===== config.mk =====
export PLATFORM = sky130hd
export DESIGN_NAME = utf16_to_utf8_transcoder_core_flat
export DESIGN_NICKNAME = d
export VERILOG_FILES = /design/src/hdl/u16u8_pkg.sv /design/src/hdl/u16u8_if.sv /design/src/hdl/u16u8_queue.sv /design/src/hdl/u16u8_front.sv /design/src/hdl/u16u8_back.sv /design/src/hdl/utf16_to_utf8_transcoder_core.sv /design/src/flat_wrapper.sv
export SDC_FILE = /design/constraint.sdc
export NUM_CORES = 1
export LEC_CHECK = 0
export ABC_AREA = 1
export BUFFER_PORTS_ARGS = -buffer_cell sky130_fd_sc_hd__buf_2
export CAP_MARGIN = 20
export CORE_UTILIZATION = 54
export DETAILED_ROUTE_END_ITERATION = 7
export HOLD_SLACK_MARGIN = 0.15
export PLACE_DENSITY = 0.71
export SYNTH_ARGS = -nofsm -noshare
export SYNTH_HDL_FRONTEND = slang
export SYNTH_SLANG_ARGS = --single-unit

===== constraint.sdc =====
create_clock -name clock -period 5.85 [get_ports clock]
set_input_delay 0.585 -clock clock [delete_from_list [all_inputs] [get_ports clock]]
set_output_delay 0.585 -clock clock [all_outputs]
set_load 0.05 [all_outputs]

===== src/hdl/u16u8_pkg.sv =====
package u16u8_pkg;

   localparam int unsigned QUEUE_DEPTH = 4;
   localparam int unsigned MAX_BYTES   = 6;
   localparam int unsigned COUNT_W     = $clog2(MAX_BYTES + 1);
   localparam int unsigned INDEX_W     = $clog2(MAX_BYTES);

   localparam logic [15:0] HIGH_FIRST  = 16'hD800;
   localparam logic [15:0] HIGH_LAST   = 16'hDBFF;
   localparam logic [15:0] LOW_FIRST   = 16'hDC00;
   localparam logic [15:0] LOW_LAST    = 16'hDFFF;
   localparam logic [15:0] ONE_BYTE_LIMIT = 16'h0080;
   localparam logic [15:0] TWO_BYTE_LIMIT = 16'h0800;

   localparam logic [7:0] LEAD_TWO   = 8'hC0;
   localparam logic [7:0] LEAD_THREE = 8'hE0;
   localparam logic [7:0] LEAD_FOUR  = 8'hF0;
   localparam logic [7:0] CONT_MARK  = 8'h80;
   localparam logic [7:0] LEAD_HIGH_SURROGATE = 8'hED;
   localparam logic [7:0] CONT_HIGH_SURROGATE = 8'hA0;

   // utf-8 bytes of one job, ready for serialising
   typedef struct packed {
      logic [MAX_BYTES-1:0][7:0] bytes;
      logic [COUNT_W-1:0]        count;
      logic                      fin;
   } job_type;

endpackage


===== src/hdl/u16u8_if.sv =====
interface u16u8_req_if;
   logic        valid;
   logic        ready;
   logic [15:0] code_unit;
   logic        final_unit;

   modport source (output valid, output code_unit, output final_unit, input ready);
   modport sink (input valid, input code_unit, input final_unit, output ready);
   modport monitor (input valid, input ready, input code_unit, input final_unit);
endinterface

interface u16u8_rsp_if;
   logic       valid;
   logic       ready;
   logic [7:0] out_byte;
   logic       run_last;
   logic       stream_last;

   modport source (output valid, output out_byte, output run_last, output stream_last,
                   input ready);
   modport sink (input valid, input out_byte, input run_last, input stream_last,
                 output ready);
   modport monitor (input valid, input ready, input out_byte, input run_last,
                    input stream_last);
endinterface


===== src/hdl/u16u8_queue.sv =====
module u16u8_queue #(
   parameter int unsigned WIDTH = 8,
   parameter int unsigned DEPTH = 4
) (
   input  logic             clock,
   input  logic             reset,
   input  logic             push,
   input  logic [WIDTH-1:0] push_data,
   output logic             full,
   input  logic             pop,
   output logic [WIDTH-1:0] head,
   output logic             head_valid
);

   localparam int unsigned PTR_W = $clog2(DEPTH);
   localparam int unsigned CNT_W = $clog2(DEPTH + 1);

   logic [WIDTH-1:0] store_ff [DEPTH];
   logic [PTR_W-1:0] wr_ptr_ff, wr_ptr_in;
   logic [PTR_W-1:0] rd_ptr_ff, rd_ptr_in;
   logic [CNT_W-1:0] count_ff, count_in;
   logic             do_push;
   logic             do_pop;

   assign full       = (count_ff == CNT_W'(DEPTH));
   assign head_valid = (count_ff != '0);
   assign head       = store_ff[rd_ptr_ff];
   assign do_push    = push && !full;
   assign do_pop     = pop && head_valid;

   always_comb begin
      wr_ptr_in = wr_ptr_ff;
      rd_ptr_in = rd_ptr_ff;
      count_in  = count_ff;
      if (do_push) begin
         wr_ptr_in = (wr_ptr_ff == PTR_W'(DEPTH - 1)) ? '0 : wr_ptr_ff + 1'b1;
      end
      if (do_pop) begin
         rd_ptr_in = (rd_ptr_ff == PTR_W'(DEPTH - 1)) ? '0 : rd_ptr_ff + 1'b1;
      end
      if (do_push && !do_pop) begin
         count_in = count_ff + 1'b1;
      end else if (do_pop && !do_push) begin
         count_in = count_ff - 1'b1;
      end
   end

   always_ff @(posedge clock) begin
      if (reset) begin
         wr_ptr_ff <= '0;
         rd_ptr_ff <= '0;
         count_ff  <= '0;
      end else begin
         wr_ptr_ff <= wr_ptr_in;
         rd_ptr_ff <= rd_ptr_in;
         count_ff  <= count_in;
      end
   end

   always_ff @(posedge clock) begin
      if (do_push) begin
         store_ff[wr_ptr_ff] <= push_data;
      end
   end

endmodule


===== src/hdl/u16u8_front.sv =====
module u16u8_front (
   input  logic              clock,
   input  logic              reset,
   u16u8_req_if.sink         req_if,
   input  logic              queue_full,
   output logic              push,
   output u16u8_pkg::job_type job
);

   logic       pending_ff, pending_in;
   logic [9:0] held_ff;
   logic       fire;
   logic       is_high;
   logic       is_low;
   logic       hold;
   logic [2:0][7:0] unit_bytes;
   logic [1:0] unit_len;
   logic [15:0] cu;
   logic [4:0]  plane;

   assign cu      = req_if.code_unit;
   assign fire    = req_if.valid && req_if.ready;
   assign req_if.ready = !queue_full;
   assign is_high = (cu >= u16u8_pkg::HIGH_FIRST) && (cu <= u16u8_pkg::HIGH_LAST);
   assign is_low  = (cu >= u16u8_pkg::LOW_FIRST) && (cu <= u16u8_pkg::LOW_LAST);
   assign plane   = {1'b0, held_ff[9:6]} + 5'd1;

   // utf-8 form of the current unit on its own
   always_comb begin
      unit_bytes = '0;
      if (cu < u16u8_pkg::ONE_BYTE_LIMIT) begin
         unit_bytes[0] = cu[7:0];
         unit_len      = 2'd1;
      end else if (cu < u16u8_pkg::TWO_BYTE_LIMIT) begin
         unit_bytes[0] = u16u8_pkg::LEAD_TWO | {3'b000, cu[10:6]};
         unit_bytes[1] = u16u8_pkg::CONT_MARK | {2'b00, cu[5:0]};
         unit_len      = 2'd2;
      end else begin
         unit_bytes[0] = u16u8_pkg::LEAD_THREE | {4'b0000, cu[15:12]};
         unit_bytes[1] = u16u8_pkg::CONT_MARK | {2'b00, cu[11:6]};
         unit_bytes[2] = u16u8_pkg::CONT_MARK | {2'b00, cu[5:0]};
         unit_len      = 2'd3;
      end
   end

   always_comb begin
      job        = '0;
      job.fin    = req_if.final_unit;
      hold       = 1'b0;
      pending_in = pending_ff;
      if (pending_ff && is_low) begin
         // surrogate pair, supplementary plane
         job.bytes[0] = u16u8_pkg::LEAD_FOUR | {5'b00000, plane[4:2]};
         job.bytes[1] = u16u8_pkg::CONT_MARK | {2'b00, plane[1:0], held_ff[5:2]};
         job.bytes[2] = u16u8_pkg::CONT_MARK | {2'b00, held_ff[1:0], cu[9:6]};
         job.bytes[3] = u16u8_pkg::CONT_MARK | {2'b00, cu[5:0]};
         job.count    = u16u8_pkg::COUNT_W'(4);
         pending_in   = 1'b0;
      end else begin
         if (pending_ff) begin
            // lone high surrogate flushed as three bytes
            job.bytes[0] = u16u8_pkg::LEAD_HIGH_SURROGATE;
            job.bytes[1] = u16u8_pkg::CONT_HIGH_SURROGATE | {4'b0000, held_ff[9:6]};
            job.bytes[2] = u16u8_pkg::CONT_MARK | {2'b00, held_ff[5:0]};
            job.count    = u16u8_pkg::COUNT_W'(3);
         end
         if (is_high && !req_if.final_unit) begin
            hold       = 1'b1;
            pending_in = 1'b1;
         end else begin
            pending_in = 1'b0;
            if (pending_ff) begin
               job.bytes[5:3] = unit_bytes;
            end else begin
               job.bytes[2:0] = unit_bytes;
            end
            job.count = job.count + u16u8_pkg::COUNT_W'(unit_len);
         end
      end
   end

   assign push = fire && (job.count != '0);

   always_ff @(posedge clock) begin
      if (reset) begin
         pending_ff <= 1'b0;
      end else if (fire) begin
         pending_ff <= pending_in;
      end
   end

   always_ff @(posedge clock) begin
      if (fire && hold) begin
         held_ff <= cu[9:0];
      end
   end

endmodule


===== src/hdl/u16u8_back.sv =====
module u16u8_back (
   input  logic              clock,
   input  logic              reset,
   input  u16u8_pkg::job_type head,
   input  logic              head_valid,
   output logic              pop,
   u16u8_rsp_if.source       rsp_if
);

   logic                          valid_ff;
   logic [7:0]                    byte_ff;
   logic                          run_last_ff;
   logic                          stream_last_ff;
   logic [u16u8_pkg::INDEX_W-1:0] index_ff, index_in;
   logic                          load;
   logic                          at_last;

   assign load    = head_valid && (!valid_ff || rsp_if.ready);
   assign at_last = (u16u8_pkg::COUNT_W'(index_ff) == head.count - 1'b1);
   assign pop     = load && at_last;
   assign index_in = at_last ? '0 : index_ff + 1'b1;

   assign rsp_if.valid       = valid_ff;
   assign rsp_if.out_byte    = byte_ff;
   assign rsp_if.run_last    = run_last_ff;
   assign rsp_if.stream_last = stream_last_ff;

   always_ff @(posedge clock) begin
      if (reset) begin
         valid_ff <= 1'b0;
         index_ff <= '0;
      end else begin
         if (load) begin
            valid_ff <= 1'b1;
            index_ff <= index_in;
         end else if (rsp_if.ready) begin
            valid_ff <= 1'b0;
         end
      end
   end

   always_ff @(posedge clock) begin
      if (load) begin
         byte_ff        <= head.bytes[index_ff];
         run_last_ff    <= at_last;
         stream_last_ff <= at_last && head.fin;
      end
   end

endmodule


===== src/hdl/utf16_to_utf8_transcoder_core.sv =====
// channel  direction  payload                              accepted when
// req_if   in         code_unit[15:0], final_unit          valid && ready
// rsp_if   out        out_byte[7:0], run_last, stream_last valid && ready
//
// one utf-8 byte leaves per cycle while rsp_if is ready and a job is queued; a job
// yields 1 to 3 bytes, 4 for a surrogate pair, up to 6 with a flush
// the front takes one code unit per cycle while the job queue has room
// reset is synchronous and empties the queue, the output register and any held surrogate
// rsp_if stalls hold the output register; the queue absorbs short bursts
module utf16_to_utf8_transcoder_core #(
   parameter int unsigned QUEUE_DEPTH = u16u8_pkg::QUEUE_DEPTH
) (
   input  logic         clock,
   input  logic         reset,
   u16u8_req_if.sink    req_if,
   u16u8_rsp_if.source  rsp_if
);

   u16u8_pkg::job_type front_job;
   u16u8_pkg::job_type head_job;
   logic               push;
   logic               queue_full;
   logic               pop;
   logic               head_valid;

   u16u8_front u_front (
      .clock      (clock),
      .reset      (reset),
      .req_if     (req_if),
      .queue_full (queue_full),
      .push       (push),
      .job        (front_job)
   );

   u16u8_queue #(
      .WIDTH ($bits(u16u8_pkg::job_type)),
      .DEPTH (QUEUE_DEPTH)
   ) u_queue (
      .clock      (clock),
      .reset      (reset),
      .push       (push),
      .push_data  (front_job),
      .full       (queue_full),
      .pop        (pop),
      .head       (head_job),
      .head_valid (head_valid)
   );

   u16u8_back u_back (
      .clock      (clock),
      .reset      (reset),
      .head       (head_job),
      .head_valid (head_valid),
      .pop        (pop),
      .rsp_if     (rsp_if)
   );

endmodule


===== src/flat_wrapper.sv =====
// flat-port wrapper written by rule: the top's interface ports become plain ports
module utf16_to_utf8_transcoder_core_flat 
#(
   parameter int unsigned QUEUE_DEPTH = u16u8_pkg::QUEUE_DEPTH
)
  (clock, reset, req_if_valid, req_if_code_unit, req_if_final_unit, req_if_ready, rsp_if_valid, rsp_if_out_byte, rsp_if_run_last, rsp_if_stream_last, rsp_if_ready);
  u16u8_req_if req_if_i ();
  u16u8_rsp_if rsp_if_i ();
  input  logic clock;
  input  logic reset;
  input wire logic [$bits(req_if_i.valid)-1:0] req_if_valid;
  input wire logic [$bits(req_if_i.code_unit)-1:0] req_if_code_unit;
  input wire logic [$bits(req_if_i.final_unit)-1:0] req_if_final_unit;
  output wire logic [$bits(req_if_i.ready)-1:0] req_if_ready;
  output wire logic [$bits(rsp_if_i.valid)-1:0] rsp_if_valid;
  output wire logic [$bits(rsp_if_i.out_byte)-1:0] rsp_if_out_byte;
  output wire logic [$bits(rsp_if_i.run_last)-1:0] rsp_if_run_last;
  output wire logic [$bits(rsp_if_i.stream_last)-1:0] rsp_if_stream_last;
  input wire logic [$bits(rsp_if_i.ready)-1:0] rsp_if_ready;
  assign req_if_i.valid = req_if_valid;
  assign req_if_i.code_unit = req_if_code_unit;
  assign req_if_i.final_unit = req_if_final_unit;
  assign req_if_ready = req_if_i.ready;
  assign rsp_if_valid = rsp_if_i.valid;
  assign rsp_if_out_byte = rsp_if_i.out_byte;
  assign rsp_if_run_last = rsp_if_i.run_last;
  assign rsp_if_stream_last = rsp_if_i.stream_last;
  assign rsp_if_i.ready = rsp_if_ready;
  utf16_to_utf8_transcoder_core #(.QUEUE_DEPTH(QUEUE_DEPTH)) u_core (.clock(clock), .reset(reset), .req_if(req_if_i), .rsp_if(rsp_if_i));
endmodule

Word-level counts from Yosys, hierarchy flattened
Memories as Yosys holds them, arrays and structs flattened. A register that Yosys moved wholly into a read port is not among the register bits. Index checks and enable logic that the tools add are counted.

Register bits: 32. Memory bits (writable): 208. Bits of input ports: 21. Output and inout bits: 12. Memories kept: 1.

Memories: u_core.u_queue.store_ff (depth 4, width 52, rd ports 1, clocked after Yosys merged registers in 1, wr ports 1, line u16u8_queue.sv:18) `logic [WIDTH-1:0] store_ff [DEPTH];`.

Add/sub/neg operators: 8. Order comparisons: 7. Equality and inequality tests: 4. Multiplexer cells: 28. Reduce and logical (&&, ||, !) cells: 24.

Operators by type and width (count): 27-bit two-way mux (2); 51-bit two-way mux (1); 24-bit two-way mux (2); 35-bit two-way mux (1); 16-bit >= comparator, second input constant (2); 16-bit <= comparator, second input constant (2); 16-bit two-way mux (2); 8-bit binary-select mux with 3-bit select (1); 8-bit two-way mux (3); 16-bit by 12-bit less-than comparator with 1-bit output, second input constant (1); 16-bit by 8-bit less-than comparator with 1-bit output, second input constant (1); 1-bit logical AND (14); 14-bit two-way mux (1); 2-bit two-way mux (5); 3-bit two-way mux (3); 1-bit two-way mux (7); 3-bit by 1-bit adder with 3-bit output, second input constant (2); 3-bit nonzero test (2); 3-bit by 1-bit subtractor with 3-bit output, second input constant (2); 4-bit by 1-bit adder with 5-bit output, second input constant (1); 1-bit logical NOT (5); 2-bit by 1-bit adder with 2-bit output, second input constant (2); 2-bit == test, second input constant (2); 3-bit by 4-bit less-than comparator with 1-bit output, second input constant (1); other kinds (5) (6).

Logic depth before layout (Yosys ltp)
Depth after elaboration: 14. Mapped depth: 20. Gate-level depth less buffers: 20.

Cells and area by module
A second synthesis with hierarchy kept.

Cells, all modules: 918. Area, all modules: 11175.7 µm².

Modules (own cells, without submodules): u16u8_queue (times used 1, cells an instance 572, area an instance 8758.4 µm², seq. area each 6426.2 µm²); u16u8_front (times used 1, cells an instance 204, area an instance 1377.6 µm², seq. area each 320.3 µm²); u16u8_back (times used 1, cells an instance 142, area an instance 1039.7 µm², seq. area each 380.4 µm²).

Least setup slack after synthesis
Ideal clock, no wire load.

Kind: input -> register. Start point: input req_if_code_unit[12]. End point: memory u_core.u_queue.store_ff[0][0] in the netlist's numbering, enable pin. Data arrival time: 3.831 ns. Required time: 5.396 ns. Path slack: 1.566 ns. Cell stages on the path: 11. Buffers on the path: 1. Cells stage by stage: inv_1 nand4_1 buf_2 nor2_4 ha_1 xnor2_1 nand2_1 nand3_1 nand3_2 nand2_1 nor2_1.

Word-level cells in the longest chain between the ends: 11. Elaborated cells between the ends (all ways): 20. Classes of those cells: add/sub: 1; order compare: 6; mux: 6; reduce/logical: 7.

RTL lines: start: declaration (line flat_wrapper.sv:12) `input wire logic [$bits(req_if_i.code_unit)-1:0] req_if_code_unit;`; 16-bit by 12-bit less-than comparator with 1-bit output (line u16u8_front.sv:34) `end else if (cu < u16u8_pkg::TWO_BYTE_LIMIT) begin`; 1-bit two-way mux (line u16u8_front.sv:34); 2-bit two-way mux (line u16u8_front.sv:31) `if (cu < u16u8_pkg::ONE_BYTE_LIMIT) begin`; 3-bit by 2-bit adder with 3-bit output (line u16u8_front.sv:77) `job.count = job.count + u16u8_pkg::COUNT_W'(unit_len);`; 51-bit two-way mux (line u16u8_front.sv:67) `if (is_high && !req_if.final_unit) begin`; 35-bit two-way mux * (line u16u8_front.sv:51) `if (pending_ff && is_low) begin`; 3-bit nonzero test * (line u16u8_front.sv:82) `assign push = fire && (job.count != '0);`; 1-bit logical AND * (line u16u8_front.sv:82); 1-bit logical AND * (line u16u8_queue.sv:28) `assign do_push = push && !full;`; 1-bit two-way mux * (line u16u8_queue.sv:61) `if (do_push) begin`; 1-bit two-way mux (implied by the code) * (line u16u8_queue.sv:62) `store_ff[wr_ptr_ff] <= push_data;`; end: declaration (line u16u8_queue.sv:18).

Mark *: on every way between the ends. The rest lies on a longest branch, timed or not.

Worst setup path in the final report
Start point: input req_if_code_unit[14]. End point: memory u_core.u_queue.store_ff[1][36] in the netlist's numbering, enable pin.

Same word-level chain as after synthesis.

==> impl_metrics.csv <==
group,metric,value,unit
grt,grt_pass1_vias,6295,
place,port_buffers,32,
synth,synth_area,9660,um2
timing,fmax,248,MHz
grt,grt_max_degree,97,
detailed_routing,drt-pass1-iter-count,6,
final_layout,final_util,0.619,
synth,ys_seq_elements,226,
synth,synthDominantCellAreaShare,0.659,
detailed_routing,drc_errors,0,
clock_tree,clk_pin_slew,0.06,ns
clock_tree,cts_sinks,226,
floorplanning,row_count,48,
floorplanning,core_area,17400,um2
final_layout,final_common_cell,"edfxtp_1",
timing,min_period,4.03,ns
place,place_area,10000,um2
grt,antenna_found_initial,0,
detailed_routing,vias_per_cell,6.18,
timing,hold_viol,0,
run_status,status,"completed",
job,maxCapViolCount,0,
timing,timing.final.crit_share,0.689,
synth,yosysTopAreaCell,"edfxtp_1",
worst_setup_path,worst_ep_arrival_time,4.22,ns
worst_setup_path,crit_type,"in2reg",
floorplanning,die_area,18400,um2
final_layout,diodes,0,
detailed_routing,vias,6692,
detailed_routing,ant_nets,0,
place,hpwl,15.5,mm
worst_setup_path,path_max_fanout,29,
clock_tree,cts_buffers,23,
synth,ys_warn_count,0,
floorplanning,io_pins,33,
synth,synth_area_leaders,"edfxtp_1 (66%), nor2_1 (5.2%), o21ai_0 (5.1%)",
place,place_congestion,0.948,
floorplanning,fp.dieW,136,um
synth,avgSynthCellArea,11.8,um2
detailed_routing,drtIter0Drc,998,
power_and_ir_drop,power_leakage,3.86,nW
power_and_ir_drop,irDropWorstVdd,0.446,mV
timing,max_slew_margin,0.288,
detailed_routing,postRouteWirelength,24.3,mm
clock_tree,clock_latency,0.51,ns
worst_setup_path,cp-start-kind,"input port",
final_layout,final_area,10700,um2
place,pre_cts_slack,1.36,ns
timing,setup_viol,0,
floorplanning,die_h,136,um
clock_tree,cts_tree,"built",
clock_tree,clk_path_buf_depth,3,
power_and_ir_drop,powerDensity,452,nW/um2
clock_tree,htree_levels,1,
timing,rsz0062_at_grt,"no",
worst_setup_path,cp_data_required_time,6.04,ns
detailed_routing,wire_per_inst,22.4,um
synth,netlist_instances,816,
grt,grt.total_usage,0.270,
timing,fin_ws,1.82,ns
synth,netlist-cell-type-count,37,
clock_tree,cts.repair.resized,0,
timing,finClkSkew,0.0242,ns
floorplanning,initial_utilization,0.556,
grt,grt_pass1_wl,36.7,mm
synth,syn-num-nets,851,
clock_tree,cts_setup_buffers,0,
final_layout,nets,877,
timing,worst_slew_pin_slew,1.06,ns
clock_tree,cts-root-buf,"clkbuf_16",
worst_hold_path,hp-class,"in2reg",
synth,synth_sequential_area_ratio,0.688,
grt,overflow,0,
final_layout,drive_above_1_share,0.116,
clock_tree,hold_buffers,0,
worst_setup_path,cp-end-kind,"register",
final_layout,areaGrowthSynthToFinish,11.3,%
timing,finalSetupTns,0,ns
final_layout,final_cell_mix,"edfxtp_1 (212), nor2_1 (130), o21ai_0 (99)",
timing,drv_slew,0,
[worst paths after layout]
kind                                     from  cells past startpoint                             end  slack (ns)
setup reg to reg    u_core.u_front.pending_ff                     15      u_core.u_queue.count_ff[2]        2.06
hold / removal                          reset                      2       u_core.u_front.pending_ff        0.30
setup / recovery         req_if_code_unit[14]                     13  u_core.u_queue.store_ff[1][36]        1.82
hold reg to reg   u_core.u_queue.rd_ptr_ff[1]                      2     u_core.u_queue.rd_ptr_ff[1]        0.52
[worst max-delay path: stages]
cell	delay, ns
buf_2	0.12
nor2_1	0.11
nand4_1	0.49
inv_1	0.50
nand2_1	0.27
ha_1	0.26
xnor2_1	0.12
nand2_1	0.06
nand3_1	0.12
nand3_2	0.13
nand2_1	0.26
nor2_4	0.82
buf_4	0.35
[stage by stage]
step	hold WS, ns	instances	power, W
5_1_grt	0.294	1082	0.00505
3_3_place_gp	0.487	1042	0.00342
2_1_floorplan	0.459	816	0.00304
4_1_cts	0.288	1082	0.00486
6_report	0.297	1082	0.00486
3_5_place_dp	0.517	1042	0.00348
[where the power goes]
group	leakage, nW	internal, W	switching, W	total (W)
Sequential	2.06	0.00203	0.0000623	0.00209
Combinational	1.44	0.000342	0.00102	0.00136
Clock	0.352	0.000811	0.000593	0.00140
[synth_stat cells]
master	number
a21o_1	1
a21oi_1	15
a21oi_2	1
a22oi_1	4
a31oi_1	3
a32o_1	1
and2_1	1
buf_1	1
buf_2	21
buf_4	1
clkbuf_1	19
clkbuf_2	1
clkinv_1	2
dfxtp_1	14
edfxtp_1	212
fa_1	1
ha_1	13
inv_1	48
inv_2	6
nand2_1	90
nand2_4	1
nand3_1	18
nand3_2	3
nand4_1	4
nor2_1	134
nor2_4	3
nor3_1	2
nor4_1	1
o211ai_1	22
o21ai_0	99
o21ai_1	5
o21ai_2	1
o221ai_1	33
o22ai_1	26
or2_2	2
xnor2_1	3
xor2_1	4
[flip-flops by register name (all words and copies together) (netlist names), named ones only]
register / cells
u_core.u_queue.store_ff: 192
u_core.u_back.rsp_if.run_last: 1
u_core.u_back.rsp_if.valid: 1
u_core.u_back.rsp_if.out_byte: 8
u_core.u_front.pending_ff: 1
u_core.u_back.rsp_if.stream_last: 1
u_core.u_queue.count_ff: 3
u_core.u_queue.wr_ptr_ff: 2
u_core.u_front.held_ff: 10
u_core.u_back.index_ff: 3
u_core.u_queue.rd_ptr_ff: 2
[layout make-up]
type,instances,area (um2)
Clock buffer,27,591
Timing Repair Buffer,44,250
Fill cell,1341,6610
Clock inverter,13,121
Inverter,56,210
Tap cell,225,282
Multi-Input combinational cell,491,2640
Sequential cell,226,6650
[cell families (layout without fill, tap and decap cells)]
| family | count (synthesis) | after routing | share of synthesized area |
|---|---|---|---|
| xor+xnor | 7 | 7 | 0.00635 |
| buf+inv | 99 | 140 | 0.0417 |
| simple gates | 259 | 259 | 0.110 |
| compound gates | 211 | 211 | 0.134 |
| fa+ha+maj | 14 | 14 | 0.0189 |
| flops | 226 | 226 | 0.688 |
[layer usage]
metal	routed length, um	GRT usage	part of all wire	up-vias
met5	0	0	0	-
met4	448	0.0693	0.018	0
met3	2160	0.0333	0.089	36
met2	11200	0.417	0.46	370
met1	10400	0.405	0.43	3264
li1	-	-	-	3022
Note: power is estimated with default switching activity, not from simulation.
